File: config.mk
export PLATFORM = sky130hd
export DESIGN_NAME = midpoint_line_rasterizer_top
export DESIGN_NICKNAME = d
export VERILOG_FILES = /design/src/mlr_pkg.sv /design/src/mlr_step.sv /design/src/midpoint_line_rasterizer_top.sv
export SDC_FILE = /design/constraint.sdc
export NUM_CORES = 1
export LEC_CHECK = 0
export BUFFER_PORTS_ARGS = -buffer_cell sky130_fd_sc_hd__buf_2
export CORE_MARGIN = 4
export CORE_UTILIZATION = 54
export CTS_BUF_LIST = sky130_fd_sc_hd__clkbuf_16
export CTS_CLUSTER_DIAMETER = 80
export DETAILED_ROUTE_END_ITERATION = 8
export PLACE_DENSITY = 0.85
export SETUP_SLACK_MARGIN = 0.4
export SLEW_MARGIN = 40
export SYNTH_ARGS = -nofsm -noshare
export SYNTH_HDL_FRONTEND = slang
export SYNTH_SLANG_ARGS = --single-unit
File: constraint.sdc
create_clock -name clock -period 4.2 [get_ports clock]
set_input_delay 0.84 -clock clock [delete_from_list [all_inputs] [get_ports clock]]
set_output_delay 0.84 -clock clock [all_outputs]
set_load 0.005 [all_outputs]
File: src/mlr_pkg.sv
`default_nettype none

package mlr_pkg;

   // Extra bits on the error term above the coordinate width. They cover the
   // sign and the +/- range that the term swings through between steps.
   localparam int ERR_MARGIN = 3;

   typedef enum logic {
      OP_LOAD = 1'b0,
      OP_STEP = 1'b1
   } opcode_type;

   typedef struct packed {
      logic move_x;
      logic move_y;
      logic last;
   } step_ctrl_type;

endpackage

`default_nettype wire

File: src/mlr_step.sv
`default_nettype none

module mlr_step import mlr_pkg::*; #(
   parameter int COORD_BITS = 12
) (
   input  logic [COORD_BITS-1:0]            cur_x,
   input  logic [COORD_BITS-1:0]            cur_y,
   input  logic [COORD_BITS-1:0]            goal_x,
   input  logic [COORD_BITS-1:0]            goal_y,
   input  logic signed [COORD_BITS+ERR_MARGIN-1:0] err,
   input  logic [COORD_BITS-1:0]            abs_dx,
   input  logic [COORD_BITS-1:0]            abs_dy,
   input  logic                             dir_x,
   input  logic                             dir_y,
   output logic [COORD_BITS-1:0]            next_x,
   output logic [COORD_BITS-1:0]            next_y,
   output logic signed [COORD_BITS+ERR_MARGIN-1:0] next_err,
   output step_ctrl_type                    ctrl
);

   localparam int ERR_W = COORD_BITS + ERR_MARGIN;

   logic signed [ERR_W:0]   e2;
   logic signed [ERR_W:0]   dx_wide;
   logic signed [ERR_W:0]   dy_wide;
   logic signed [ERR_W-1:0] dx_err;
   logic signed [ERR_W-1:0] dy_err;
   logic signed [ERR_W-1:0] sub_dy;
   logic signed [ERR_W-1:0] add_dx;

   assign e2      = {err, 1'b0};
   assign dx_wide = $signed({{(ERR_W + 1 - COORD_BITS){1'b0}}, abs_dx});
   assign dy_wide = $signed({{(ERR_W + 1 - COORD_BITS){1'b0}}, abs_dy});
   assign dx_err  = $signed({{(ERR_W - COORD_BITS){1'b0}}, abs_dx});
   assign dy_err  = $signed({{(ERR_W - COORD_BITS){1'b0}}, abs_dy});

   always_comb begin
      ctrl.last   = (cur_x == goal_x) && (cur_y == goal_y);
      // midpoint test on the doubled error: e2 >= -dy moves x, e2 <= dx moves y
      ctrl.move_x = !ctrl.last && ((e2 + dy_wide) >= $signed({(ERR_W + 1){1'b0}}));
      ctrl.move_y = !ctrl.last && (e2 <= dx_wide);

      sub_dy   = ctrl.move_x ? dy_err : '0;
      add_dx   = ctrl.move_y ? dx_err : '0;
      next_err = err - sub_dy + add_dx;

      next_x = cur_x;
      if (ctrl.move_x) begin
         next_x = dir_x ? cur_x - 1'b1 : cur_x + 1'b1;
      end
      next_y = cur_y;
      if (ctrl.move_y) begin
         next_y = dir_y ? cur_y - 1'b1 : cur_y + 1'b1;
      end
   end

endmodule

`default_nettype wire

File: src/midpoint_line_rasterizer_top.sv
`default_nettype none

// Channel   Dir  Handshake            Word
// req_      in   req_valid/req_stall  opcode, start/end point, line colour
// rsp_      out  rsp_valid/rsp_stall  pixel x/y, colour, last flag
//
// One word per cycle while req_stall is low: a step word yields its pixel,
// the line state, in the cycle after acceptance, and one error add and compare
// advance that state. A load word yields nothing and a step word with no line
// loaded is dropped. Reset clears the line state and the output valid; no line
// is active after it. req_stall is raised only while a pixel sits in the output
// register and rsp_stall holds it.
module midpoint_line_rasterizer_top import mlr_pkg::*; #(
   parameter int COORD_BITS = 12
) (
   input  logic                  clock,
   input  logic                  reset,
   input  logic                  req_valid,
   output logic                  req_stall,
   input  logic                  req_opcode,
   input  logic [COORD_BITS-1:0] req_start_x,
   input  logic [COORD_BITS-1:0] req_start_y,
   input  logic [COORD_BITS-1:0] req_end_x,
   input  logic [COORD_BITS-1:0] req_end_y,
   input  logic [31:0]           req_line_colour,
   output logic                  rsp_valid,
   input  logic                  rsp_stall,
   output logic [COORD_BITS-1:0] rsp_pixel_x,
   output logic [COORD_BITS-1:0] rsp_pixel_y,
   output logic [31:0]           rsp_pixel_colour,
   output logic                  rsp_last_pixel
);

   localparam int ERR_W = COORD_BITS + ERR_MARGIN;

   logic [COORD_BITS-1:0]   cur_x_ff, cur_x_in;
   logic [COORD_BITS-1:0]   cur_y_ff, cur_y_in;
   logic [COORD_BITS-1:0]   goal_x_ff, goal_x_in;
   logic [COORD_BITS-1:0]   goal_y_ff, goal_y_in;
   logic signed [ERR_W-1:0] err_ff, err_in;
   logic [COORD_BITS-1:0]   abs_dx_ff, abs_dx_in;
   logic [COORD_BITS-1:0]   abs_dy_ff, abs_dy_in;
   logic                    dir_x_ff, dir_x_in;
   logic                    dir_y_ff, dir_y_in;
   logic                    active_ff, active_in;
   logic [31:0]             colour_ff, colour_in;

   logic                    out_valid_ff, out_valid_in;
   logic [COORD_BITS-1:0]   out_x_ff, out_x_in;
   logic [COORD_BITS-1:0]   out_y_ff, out_y_in;
   logic [31:0]             out_colour_ff, out_colour_in;
   logic                    out_last_ff, out_last_in;

   logic                    req_fire;
   logic                    is_load;
   logic                    emit;
   logic                    load_dir_x;
   logic                    load_dir_y;
   logic [COORD_BITS-1:0]   load_dx;
   logic [COORD_BITS-1:0]   load_dy;
   logic [COORD_BITS-1:0]   step_x;
   logic [COORD_BITS-1:0]   step_y;
   logic signed [ERR_W-1:0] step_err;
   step_ctrl_type           step_ctrl;

   assign req_stall = out_valid_ff && rsp_stall;
   assign req_fire  = req_valid && !req_stall;
   assign is_load   = (req_opcode == OP_LOAD);
   assign emit      = req_fire && !is_load && active_ff;

   assign load_dir_x = (req_end_x < req_start_x);
   assign load_dir_y = (req_end_y < req_start_y);
   assign load_dx    = load_dir_x ? req_start_x - req_end_x : req_end_x - req_start_x;
   assign load_dy    = load_dir_y ? req_start_y - req_end_y : req_end_y - req_start_y;

   mlr_step #(
      .COORD_BITS (COORD_BITS)
   ) u_step (
      .cur_x    (cur_x_ff),
      .cur_y    (cur_y_ff),
      .goal_x   (goal_x_ff),
      .goal_y   (goal_y_ff),
      .err      (err_ff),
      .abs_dx   (abs_dx_ff),
      .abs_dy   (abs_dy_ff),
      .dir_x    (dir_x_ff),
      .dir_y    (dir_y_ff),
      .next_x   (step_x),
      .next_y   (step_y),
      .next_err (step_err),
      .ctrl     (step_ctrl)
   );

   always_comb begin
      cur_x_in  = cur_x_ff;
      cur_y_in  = cur_y_ff;
      goal_x_in = goal_x_ff;
      goal_y_in = goal_y_ff;
      err_in    = err_ff;
      abs_dx_in = abs_dx_ff;
      abs_dy_in = abs_dy_ff;
      dir_x_in  = dir_x_ff;
      dir_y_in  = dir_y_ff;
      active_in = active_ff;
      colour_in = colour_ff;

      if (req_fire && is_load) begin
         // drop any line in progress
         cur_x_in  = req_start_x;
         cur_y_in  = req_start_y;
         goal_x_in = req_end_x;
         goal_y_in = req_end_y;
         abs_dx_in = load_dx;
         abs_dy_in = load_dy;
         dir_x_in  = load_dir_x;
         dir_y_in  = load_dir_y;
         err_in    = $signed({{(ERR_W - COORD_BITS){1'b0}}, load_dx})
                   - $signed({{(ERR_W - COORD_BITS){1'b0}}, load_dy});
         colour_in = req_line_colour;
         active_in = 1'b1;
      end else if (emit) begin
         cur_x_in  = step_x;
         cur_y_in  = step_y;
         err_in    = step_err;
         active_in = !step_ctrl.last;
      end
   end

   always_comb begin
      out_x_in      = out_x_ff;
      out_y_in      = out_y_ff;
      out_colour_in = out_colour_ff;
      out_last_in   = out_last_ff;
      out_valid_in  = out_valid_ff && rsp_stall;
      if (emit) begin
         out_valid_in  = 1'b1;
         out_x_in      = cur_x_ff;
         out_y_in      = cur_y_ff;
         out_colour_in = colour_ff;
         out_last_in   = step_ctrl.last;
      end
   end

   always_ff @(posedge clock) begin
      if (reset) begin
         cur_x_ff     <= '0;
         cur_y_ff     <= '0;
         goal_x_ff    <= '0;
         goal_y_ff    <= '0;
         err_ff       <= '0;
         abs_dx_ff    <= '0;
         abs_dy_ff    <= '0;
         dir_x_ff     <= 1'b0;
         dir_y_ff     <= 1'b0;
         active_ff    <= 1'b0;
         colour_ff    <= '0;
         out_valid_ff <= 1'b0;
      end else begin
         cur_x_ff     <= cur_x_in;
         cur_y_ff     <= cur_y_in;
         goal_x_ff    <= goal_x_in;
         goal_y_ff    <= goal_y_in;
         err_ff       <= err_in;
         abs_dx_ff    <= abs_dx_in;
         abs_dy_ff    <= abs_dy_in;
         dir_x_ff     <= dir_x_in;
         dir_y_ff     <= dir_y_in;
         active_ff    <= active_in;
         colour_ff    <= colour_in;
         out_valid_ff <= out_valid_in;
      end
   end

   always_ff @(posedge clock) begin
      out_x_ff      <= out_x_in;
      out_y_ff      <= out_y_in;
      out_colour_ff <= out_colour_in;
      out_last_ff   <= out_last_in;
   end

   assign rsp_valid        = out_valid_ff;
   assign rsp_pixel_x      = out_x_ff;
   assign rsp_pixel_y      = out_y_ff;
   assign rsp_pixel_colour = out_colour_ff;
   assign rsp_last_pixel   = out_last_ff;

   a_idle_step_silent: assert property (@(posedge clock) disable iff (reset)
      req_fire && !is_load && !active_ff |=> !rsp_valid)
      else $error("step with no line produced a pixel");

   a_load_arms: assert property (@(posedge clock) disable iff (reset)
      req_fire && is_load |=> active_ff && !rsp_valid)
      else $error("load did not arm the line or produced a pixel");

   a_last_ends_line: assert property (@(posedge clock) disable iff (reset)
      rsp_valid && rsp_last_pixel |-> !active_ff)
      else $error("line still active after its last pixel");

   a_last_is_goal: assert property (@(posedge clock) disable iff (reset)
      rsp_valid && rsp_last_pixel |-> rsp_pixel_x == goal_x_ff && rsp_pixel_y == goal_y_ff)
      else $error("last pixel is not the line end point");

endmodule

`default_nettype wire

After elaboration in Yosys (flattened, before gate mapping)
Index checks and enable logic that the tools add are counted.
{"block": "totals", "output_inout_bits": 59, "wordCells": 67, "reg_bits": 180, "in_bits": 85}
{"block": "op_classes", "eq_ne": 2, "reduce_logical": 15, "muxes": 17, "bitwise_logic": 1, "n_addsub": 12, "order_cmp": 4}
{"cell": "$mux 12", "n": 12}
{"cell": "$sub 12x12->12", "n": 4}
{"cell": "$mux 15", "n": 2}
{"cell": "$add 12x1->12 const B", "n": 2}
{"cell": "$eq 12x12->1", "n": 2}
{"cell": "$lt 12x12->1", "n": 2}
{"cell": "$sub 12x1->12 const B", "n": 2}
{"cell": "$add 16x13->16", "n": 1}
{"cell": "$ge 16x1->1 const B", "n": 1}
{"cell": "$le 16x13->1", "n": 1}
{"cell": "$add 15x15->15", "n": 1}
{"cell": "$sub 15x15->15", "n": 1}
{"cell": "$sub 12x12->13", "n": 1}
{"cell": "$logic_and 1x1->1", "n": 8}
{"cell": "$reduce_bool 2->1", "n": 3}
{"cell": "$reduce_and 2->1", "n": 2}
{"cell": "$mux 1", "n": 3}
{"cell": "$logic_not 1->1", "n": 2}
{"cell": "$not 1->1", "n": 1}

Longest topological paths before layout
Gate-level depths: netlist of run 1.
{"block": "logic_depth", "ltp_word": 9, "depth_mapped": 24}

Modules after synthesis
Synthesis of run 1 repeated with hierarchy kept, for this count alone.
{"block": "hier_totals", "cells_unflattened": 1446, "area_unflattened_um2": 12370.6}
{"module": "midpoint_line_rasterizer_top", "cells_per_inst": 1028, "area_per_inst_um2": 9135.0, "n_inst": 1}
{"module": "mlr_step", "cells_per_inst": 418, "area_per_inst_um2": 3235.6, "n_inst": 1}

Worst setup path after synthesis of run 1
OpenSTA, ideal clock, no wires.
{"block": "synth_path", "path_kind": "register to register", "startpoint": "reg err_ff[0]", "endpoint": "reg err_ff[13]", "setup_time_ps": 130, "stages_incl_launch_ff": 23, "path_buffers": 1, "slack_ps": -452, "arrival_time_ps": 4522, "t_required_ps": 4070, "cell_sequence": "dfxtp_1 > ha_1 > inv_1 > fa_1 > nor2b_1 > o21a_1 > o21ai_0 > a2111oi_0 > nor3_1 > o21a_1 > clkbuf_1 > and2_1 > fa_1 > inv_1 > ha_1 > a21o_1 > a21oi_1 > o211ai_1 > o22ai_1 > o21ai_0 > a31oi_1 > mux2i_1 > o21ai_0"}
{"block": "synth_via", "elab_chain_cells": 8, "elab_cells_between_ends": 11, "classes_between": "add/sub (3); order compare (2); mux (4); reduce/logical (2)"}
{"element": "from (decl)", "line_no": "midpoint_line_rasterizer_top.sv:40", "text": "logic signed [ERR_W-1:0] err_ff, err_in;"}
{"element": "from (signal assigned)", "line_no": "midpoint_line_rasterizer_top.sv:163", "text": "err_ff <= err_in;"}
{"element": "$add 16x13->16", "line_no": "mlr_step.sv:40", "text": "ctrl.move_x = !ctrl.last && ((e2 + dy_wide) >= $signed({(ERR_W + 1){1'b0}}));"}
{"element": "$ge 16x1->1", "line_no": "mlr_step.sv:40"}
{"element": "$logic_and 1x1->1", "line_no": "mlr_step.sv:40"}
{"element": "$mux 12", "line_no": "mlr_step.sv:43", "text": "sub_dy = ctrl.move_x ? dy_err : '0;"}
{"element": "$sub 15x15->15", "line_no": "mlr_step.sv:45", "text": "next_err = err - sub_dy + add_dx;"}
{"element": "$add 15x15->15 (*)", "line_no": "mlr_step.sv:45"}
{"element": "$mux 15 (*)", "line_no": "midpoint_line_rasterizer_top.sv:121", "text": "end else if (emit) begin"}
{"element": "$mux 15 (*)", "line_no": "midpoint_line_rasterizer_top.sv:107", "text": "if (req_fire && is_load) begin"}
Mark *: on every way between the ends. The rest lies on a longest branch, timed or not. The select of a mux whose other input is x is not followed.
A chain may end at the register's enable or synchronous reset.

Worst setup path in the final report of run 1
{"block": "layout_path", "startpoint": "reg abs_dx_ff[7]", "endpoint": "reg err_ff[13]"}
{"block": "layout_via", "elab_chain_cells": 6}
{"element": "from (decl)", "line_no": "midpoint_line_rasterizer_top.sv:41", "text": "logic [COORD_BITS-1:0] abs_dx_ff, abs_dx_in;"}
{"element": "from (signal assigned)", "line_no": "midpoint_line_rasterizer_top.sv:164", "text": "abs_dx_ff <= abs_dx_in;"}
{"element": "$le 16x13->1", "line_no": "mlr_step.sv:41", "text": "ctrl.move_y = !ctrl.last && (e2 <= dx_wide);"}
{"element": "$logic_and 1x1->1", "line_no": "mlr_step.sv:41"}
{"element": "$mux 12 (*)", "line_no": "mlr_step.sv:44", "text": "add_dx = ctrl.move_y ? dx_err : '0;"}
{"element": "$add 15x15->15 (*)", "line_no": "mlr_step.sv:45"}
{"element": "$mux 15 (*)", "line_no": "midpoint_line_rasterizer_top.sv:121"}
{"element": "$mux 15 (*)", "line_no": "midpoint_line_rasterizer_top.sv:107"}
Marked as above.

==> impl_metrics.tcl, run 1 <==
set metrics [dict create \
    grt_util_met3 0.06453 \
    numCtsBuffers 17 \
    vias 11660 \
    min_period_ns 4.427 \
    violations "setup timing" \
    multiInputGateArea_um2 7279 \
    cts.sinks 180 \
    yosysSeqAreaShare 0.3582 \
    status "complete, but fails checks" \
    synth_mux_area_frac 0.01417 \
    die_area_um2 23990 \
    grt_use_total 0.3024 \
    final_area_um2 15550 \
    detail-route-antenna-nets 0 \
    slew_viol_final 0 \
    grt_pass1_vias 11910 \
    ys_async_sr_fraction 0 \
    met2_usage 0.5175 \
    synthTopCellsByCount "nand2_1, a21oi_1, dfxtp_1" \
    clkSlewWorstSetupHoldPaths_ns 0.08 \
    firstDrtPassIters 6 \
    swShare 0.3866 \
    synth_top_family_by_area "compound AO/OA/AOI/OAI gates" \
    timing.final.crit_share 1.054 \
    synth_flop_cell "dfxtp_1" \
    cts.path.max_buffers 2 \
    relSlewSlack 0.4782 \
    avgSynthCellArea_um2 8.761 \
    crit_required_ns 4.52 \
    synth-edff-count 57 \
    cts-htree-levels 4 \
    sequentialPowerShare 0.259 \
    min_path_cells 0 \
    synth_top_area_share 0.2113 \
    synthSimpleGateAreaFrac 0.1584 \
    share_comb_of_total_power 0.518 \
    critPathCaptureType "flop" \
    clock_latency_ns 0.45 \
    start_kind "flop" \
    io-pin-count 144 \
    grt_start_max_net_pins 79 \
    wirelength_mm 37.21 \
    port-buffer-count 143 \
    synth_fa_ha_area_frac 0.1600 \
    max_freq_ghz 0.2259 \
    met1_usage 0.3661 \
    fp.coreArea_um2 21150 \
    synth_xor_area_frac 0.06088 \
    hold_viol 0 \
    fin_total_pwr_mw 7.668 \
    path_max_fanout 6 \
    synth-compound-area-share 0.1894 \
    syn_nets 1552 \
    ir_drop_v 0.0003257 \
    yosys.cell_types.count 75 \
    ctsHoldBuffers 0 \
    setup_viol 9 \
    placed_area_um2 14520 \
    core.rowCount 53 \
    busiest_layer "met2" \
    synth_top_area_cell "dfxtp_1" \
    fin_util 0.7350 \
    clock-skew-final_ns 0.01670 \
    power_density_nw_per_um2 493.2 \
    fin_nets 1911 \
    drv_cap 0 \
    rsz0062_at_grt "yes" \
    ys_ff_latch 180 \
    wl_per_cell_um 18.81 \
    p_leak_nw 7.077 \
    criticalPathCategory "flop to flop" \
    clockPowerShare 0.222 \
    worstMarginPinSlew_ns 0.7827 \
    syn-cell-area_um2 11650 \
    gp_congestion 0.9292 \
    grt_antenna_before_repair 2 \
    ys_warn_count 0 \
    vias_per_cell 5.897 \
    arrival_ns 4.75 \
    initial_core_util 0.5508 \
    hp-class "flop to flop" \
    internal_power_mw 4.704 \
    grt_pass1_wl_mm 58.83 \
    synth_area_leaders "dfxtp_1, edfxtp_1, ha_1" \
    die_w_um 154.9 \
    drc 0 \
    dp.final_hpwl_mm 26.68 \
    syn_to_final_growth_pct 33.43 \
    cts_tree "yes" \
    worst_slack_ns -0.2271 \
    nFillCells 1419 \
    p_switching_mw 2.964 \
    r2r_cells 22 \
    die_height_um 154.9 \
    overflow 0 \
    layout-drive-gt1-share 0.3155 \
    cts-root-buf "clkbuf_16" \
    synth.most_common_cell "nand2_1" \
    syn_inst 1330 \
    drt_iter0_drc 974 \
    seq_area_um2 4183 \
]
[power groups by stage]
stage	sequential, mW	clock (mW)	combinational, mW
6_report	1.99	1.70	3.98
5_1_grt	2.00	1.78	4.29
4_1_cts	1.99	1.71	3.73
3_5_place_dp	2.02	0	3.43
3_3_place_gp	2.01	0	3.29
2_1_floorplan	2.02	0	2.14
[path summary, 6_finish.rpt]
path,startpoint,end,slack [ns]
max,abs_dx_ff[7],err_ff[13],-0.23
min,colour_ff[7],rsp_pixel_colour[7],0.44
max reg2reg,abs_dx_ff[7],err_ff[13],-0.23
min reg2reg,colour_ff[7],rsp_pixel_colour[7],0.44
[repair_timing]
item | 4_1_cts | 5_1_grt
buffers inserted | 11 | 4
endpoints found under the setup margin | 13 | 14
hold endpoints to repair | 0 | 0
cloned | 0 | 0
pin swaps | 37 | 18
resized for setup | 45 | 13
[routing by layer]
| layer | wire length, um | up-vias |
|---|---|---|
| met2 | 18010 | 574 |
| met1 | 14540 | 5562 |
| met5 | 13 | - |
| met3 | 2979 | 127 |
| met4 | 1678 | 2 |
| li1 | - | 5399 |
[cells in the final DEF, fill, tap and decap left out, types with 6 or more instances in the layout]
master / instances
buf_4: 251
nand2_1: 181
buf_2: 142
a21oi_1: 123
dfxtp_1: 116
inv_1: 111
ha_1: 99
nor2_1: 64
edfxtp_1: 57
xnor2_1: 50
o21ai_0: 42
nand3_1: 27
nor3_1: 27
xor2_1: 27
o21a_1: 21
a21o_1: 18
a211oi_1: 17
clkbuf_16: 17
fa_1: 16
ha_4: 16
nor2b_1: 14
nand4_1: 12
mux2i_1: 11
and2_1: 11
o211ai_1: 10
or3_1: 9
a21oi_2: 8
a31oi_1: 8
o21ai_2: 8
nand2b_1: 7
o21ai_1: 7
inv_2: 7
a32oi_1: 7
dfxtp_2: 7
a211oi_2: 6
clkinv_8: 6
[area by class of cell]
cell class                 instances  share of cell area
inverter                         118             0.02849
sequential                       180              0.2690
clock inverter                    15             0.01368
antenna                            1           0.0001610
clock buffer                      17             0.02736
tap                              275             0.02213
multi-input combinational        975              0.4682
timing repair buffer             397              0.1709
[cells by family after synthesis]
| group | Yosys count |
|---|---|
| multiplexers | 16 |
| buffers and inverters | 175 |
| adder cells (fa/ha/maj) | 137 |
| XOR/XNOR | 81 |
| AND/OR/NAND/NOR | 399 |
| flip-flops | 180 |
| AO/OA/AOI/OAI | 342 |
[worst max-delay path, stage by stage (launching register included)]
cell	delay, ns
dfxtp_1	0.35
inv_1	0.09
ha_4	0.29
nand4_1	0.19
buf_4	0.20
nor3_2	0.15
o21ai_1	0.14
a211o_1	0.27
and4_4	0.21
buf_4	0.16
buf_6	0.14
nand2_1	0.09
fa_1	0.43
inv_2	0.09
ha_4	0.20
o21a_1	0.10
o21a_1	0.17
o21a_1	0.20
o22ai_2	0.25
o21ai_2	0.10
a31oi_1	0.22
mux2i_1	0.19
o21ai_1	0.07
[metrics by stage]
stage	instances	hold WS, ns	TNS (ns)	setup WS, ns
floorplan	1330	0.4081	-0.1403	-0.07210
global placement	1930	0.4100	-2.799	-0.3904
detailed placement	1930	0.4151	-4.589	-0.5937
CTS	1973	0.4380	-0.8154	-0.1528
global route	1978	0.4460	-3.552	-0.4396
finish	1978	0.4361	-1.489	-0.2271
(Power assumes the default switching activity.)
==> run 2: changes to the inputs <==
--- a/config.mk
+++ b/config.mk
@@ -12,6 +12,7 @@
 export CTS_CLUSTER_DIAMETER = 80
 export DETAILED_ROUTE_END_ITERATION = 8
 export PLACE_DENSITY = 0.85
+export RECOVER_POWER = 100
 export SETUP_SLACK_MARGIN = 0.4
 export SLEW_MARGIN = 40
 export SYNTH_ARGS = -nofsm -noshare
==> impl_metrics.tcl, run 2 (same netlist as run 1, synthesis figures left out) <==
set metrics [dict create \
    fin_nets 1911 \
    layout-drive-gt1-share 0.2791 \
    cts_tree "yes" \
    fin_total_pwr_mw 7.648 \
    timing.final.crit_share 1.057 \
    overflow 0 \
    start_kind "input pin" \
    slew_viol_final 76 \
    die_area_um2 23990 \
    gp_congestion 0.9292 \
    drv_cap 1 \
    crit_slowest_cell "fa_2" \
    p_leak_nw 6.869 \
    grt_start_max_net_pins 79 \
    initial_core_util 0.5508 \
    clkSlewWorstSetupHoldPaths_ns 0.08 \
    ctsHoldBuffers 0 \
    numCtsBuffers 17 \
    wl_per_cell_um 18.86 \
    io-pin-count 144 \
    clock_latency_ns 0.45 \
    cts.sinks 180 \
    drc 2 \
    path_max_fanout 4 \
    fp.coreArea_um2 21150 \
    power_density_nw_per_um2 497.7 \
    setup_tns_ns -1.827 \
    syn_to_final_growth_pct 31.86 \
    criticalPathCategory "input pin to flop" \
    rsz0062_at_grt "yes" \
    max_freq_ghz 0.2252 \
    setup_viol 10 \
    fin_util 0.7263 \
    die_w_um 154.9 \
    grt_pass1_wl_mm 58.83 \
    grt_pass1_vias 11910 \
    die_height_um 154.9 \
    ir_drop_v 0.0003255 \
    cts-htree-levels 4 \
    clock-skew-final_ns 0.01785 \
    nFillCells 1471 \
    status "complete, but fails checks" \
    hp-class "flop to flop" \
    violations "DRC, capacitance limit, slew limit, setup timing" \
    relSlewSlack -0.1440 \
    drt_iter0_drc 1021 \
    detail-route-antenna-nets 0 \
    final_cell_mix "buf_4, nand2_1, a21oi_1" \
    vias_per_cell 5.919 \
    port-buffer-count 143 \
    cpPeakStageDelay_ns 0.39 \
    cts-root-buf "clkbuf_16" \
    grt_use_total 0.3024 \
    critical_path.cell_chain "buf_2 -> inv_1 -> ha_1 -> fa_2 -> nor2b_2 -> o211ai_2 -> a211oi_1 -> o31a_1 -> buf_4 -> buf_4 -> nor4b_1 -> a21oi_1 -> xor2_1 -> ha_1 -> or3_1 -> o21ai_0 -> a21oi_2 -> a31oi_2 -> xor2_1 -> a221oi_2" \
    worstMarginPinSlew_ns 1.716 \
    grt_antenna_before_repair 2 \
    firstDrtPassIters 8 \
    critPathCaptureType "flop" \
    hold_viol 0 \
    min_period_ns 4.441 \
    dp.final_hpwl_mm 26.68 \
    worst_slack_ns -0.2409 \
    final_common_cell "buf_4" \
    core.rowCount 53 \
    vias 11710 \
    crit_required_ns 4.46 \
    wirelength_mm 37.31 \
    dpl_worst_slack_ns -0.5937 \
    arrival_ns 4.70 \
    cts.path.max_buffers 2 \
]
## run 2: cell types whose count changed in the layout (fill, tap and decap cells not counted), sizes merged
cell and change:
buf -58, clkbuf +58
## run 2: routing by layer
layer,global-route usage,vias up,routed length (um)
li1,-,5391,-
met1,0.3661,5589,14610
met2,0.5175,596,18010
met3,0.06453,129,2949
met4,0.1362,2,1722
met5,0,-,13
## run 2: final timing paths
path                start             endpoint  slack (ns)  cells after the start
max reg2reg  abs_dx_ff[7]           err_ff[13]       -0.22                     22
max          req_end_x[0]           err_ff[10]       -0.24                     20
min reg2reg  colour_ff[7]  rsp_pixel_colour[7]        0.44                      0
min          colour_ff[7]  rsp_pixel_colour[7]        0.44                      0
## run 2: report_power, final
group / leakage (nW) / internal, mW / switching, mW
Clock: 0.306 / 0.833 / 0.871
Sequential: 1.57 / 1.90 / 0.0846
Combinational: 5.00 / 1.95 / 2.00
Total: 6.87 / 4.69 / 2.96
## run 2: timing repair
action / in CTS / in global routing
pin swaps: 37 / 18
endpoints found under the setup margin: 13 / 14
resized for setup: 45 / 13
buffers inserted: 11 / 4
## run 2: layout make-up
| cell class | count | area [um^2] | area share |
|---|---|---|---|
| inverters | 118 | 442.9 | 0.02883 |
| flip-flops and latches | 180 | 4183 | 0.2722 |
| repair buffers | 397 | 2507 | 0.1632 |
| diodes | 1 | 2.502 | 0.0001629 |
| well taps | 275 | 344.1 | 0.02239 |
| multi-input cells | 975 | 7247 | 0.4717 |
| clock buffers | 17 | 425.4 | 0.02769 |
| clock inverters | 15 | 212.7 | 0.01384 |
## run 2: worst max-delay path: cells and delay by family
kind / cells / cell delay, ns
AOI/OAI and AO/OA: 8 / 1.51
xor gates and xnor gates: 2 / 0.46
adders and majority gates: 3 / 0.91
buffers and inverters: 4 / 0.39
and+or+nand+nor: 3 / 0.57
## run 2: metrics by stage
step                      cell area [um^2]  hold slack [ns]  instances
after floorplan                      11900           0.4081       1330
after global placement               14520           0.4100       1930
after detailed placement             14520           0.4151       1930
after CTS                            15460           0.4380       1973
after global routing                 15360           0.4460       1978
final                                15360           0.4369       1978
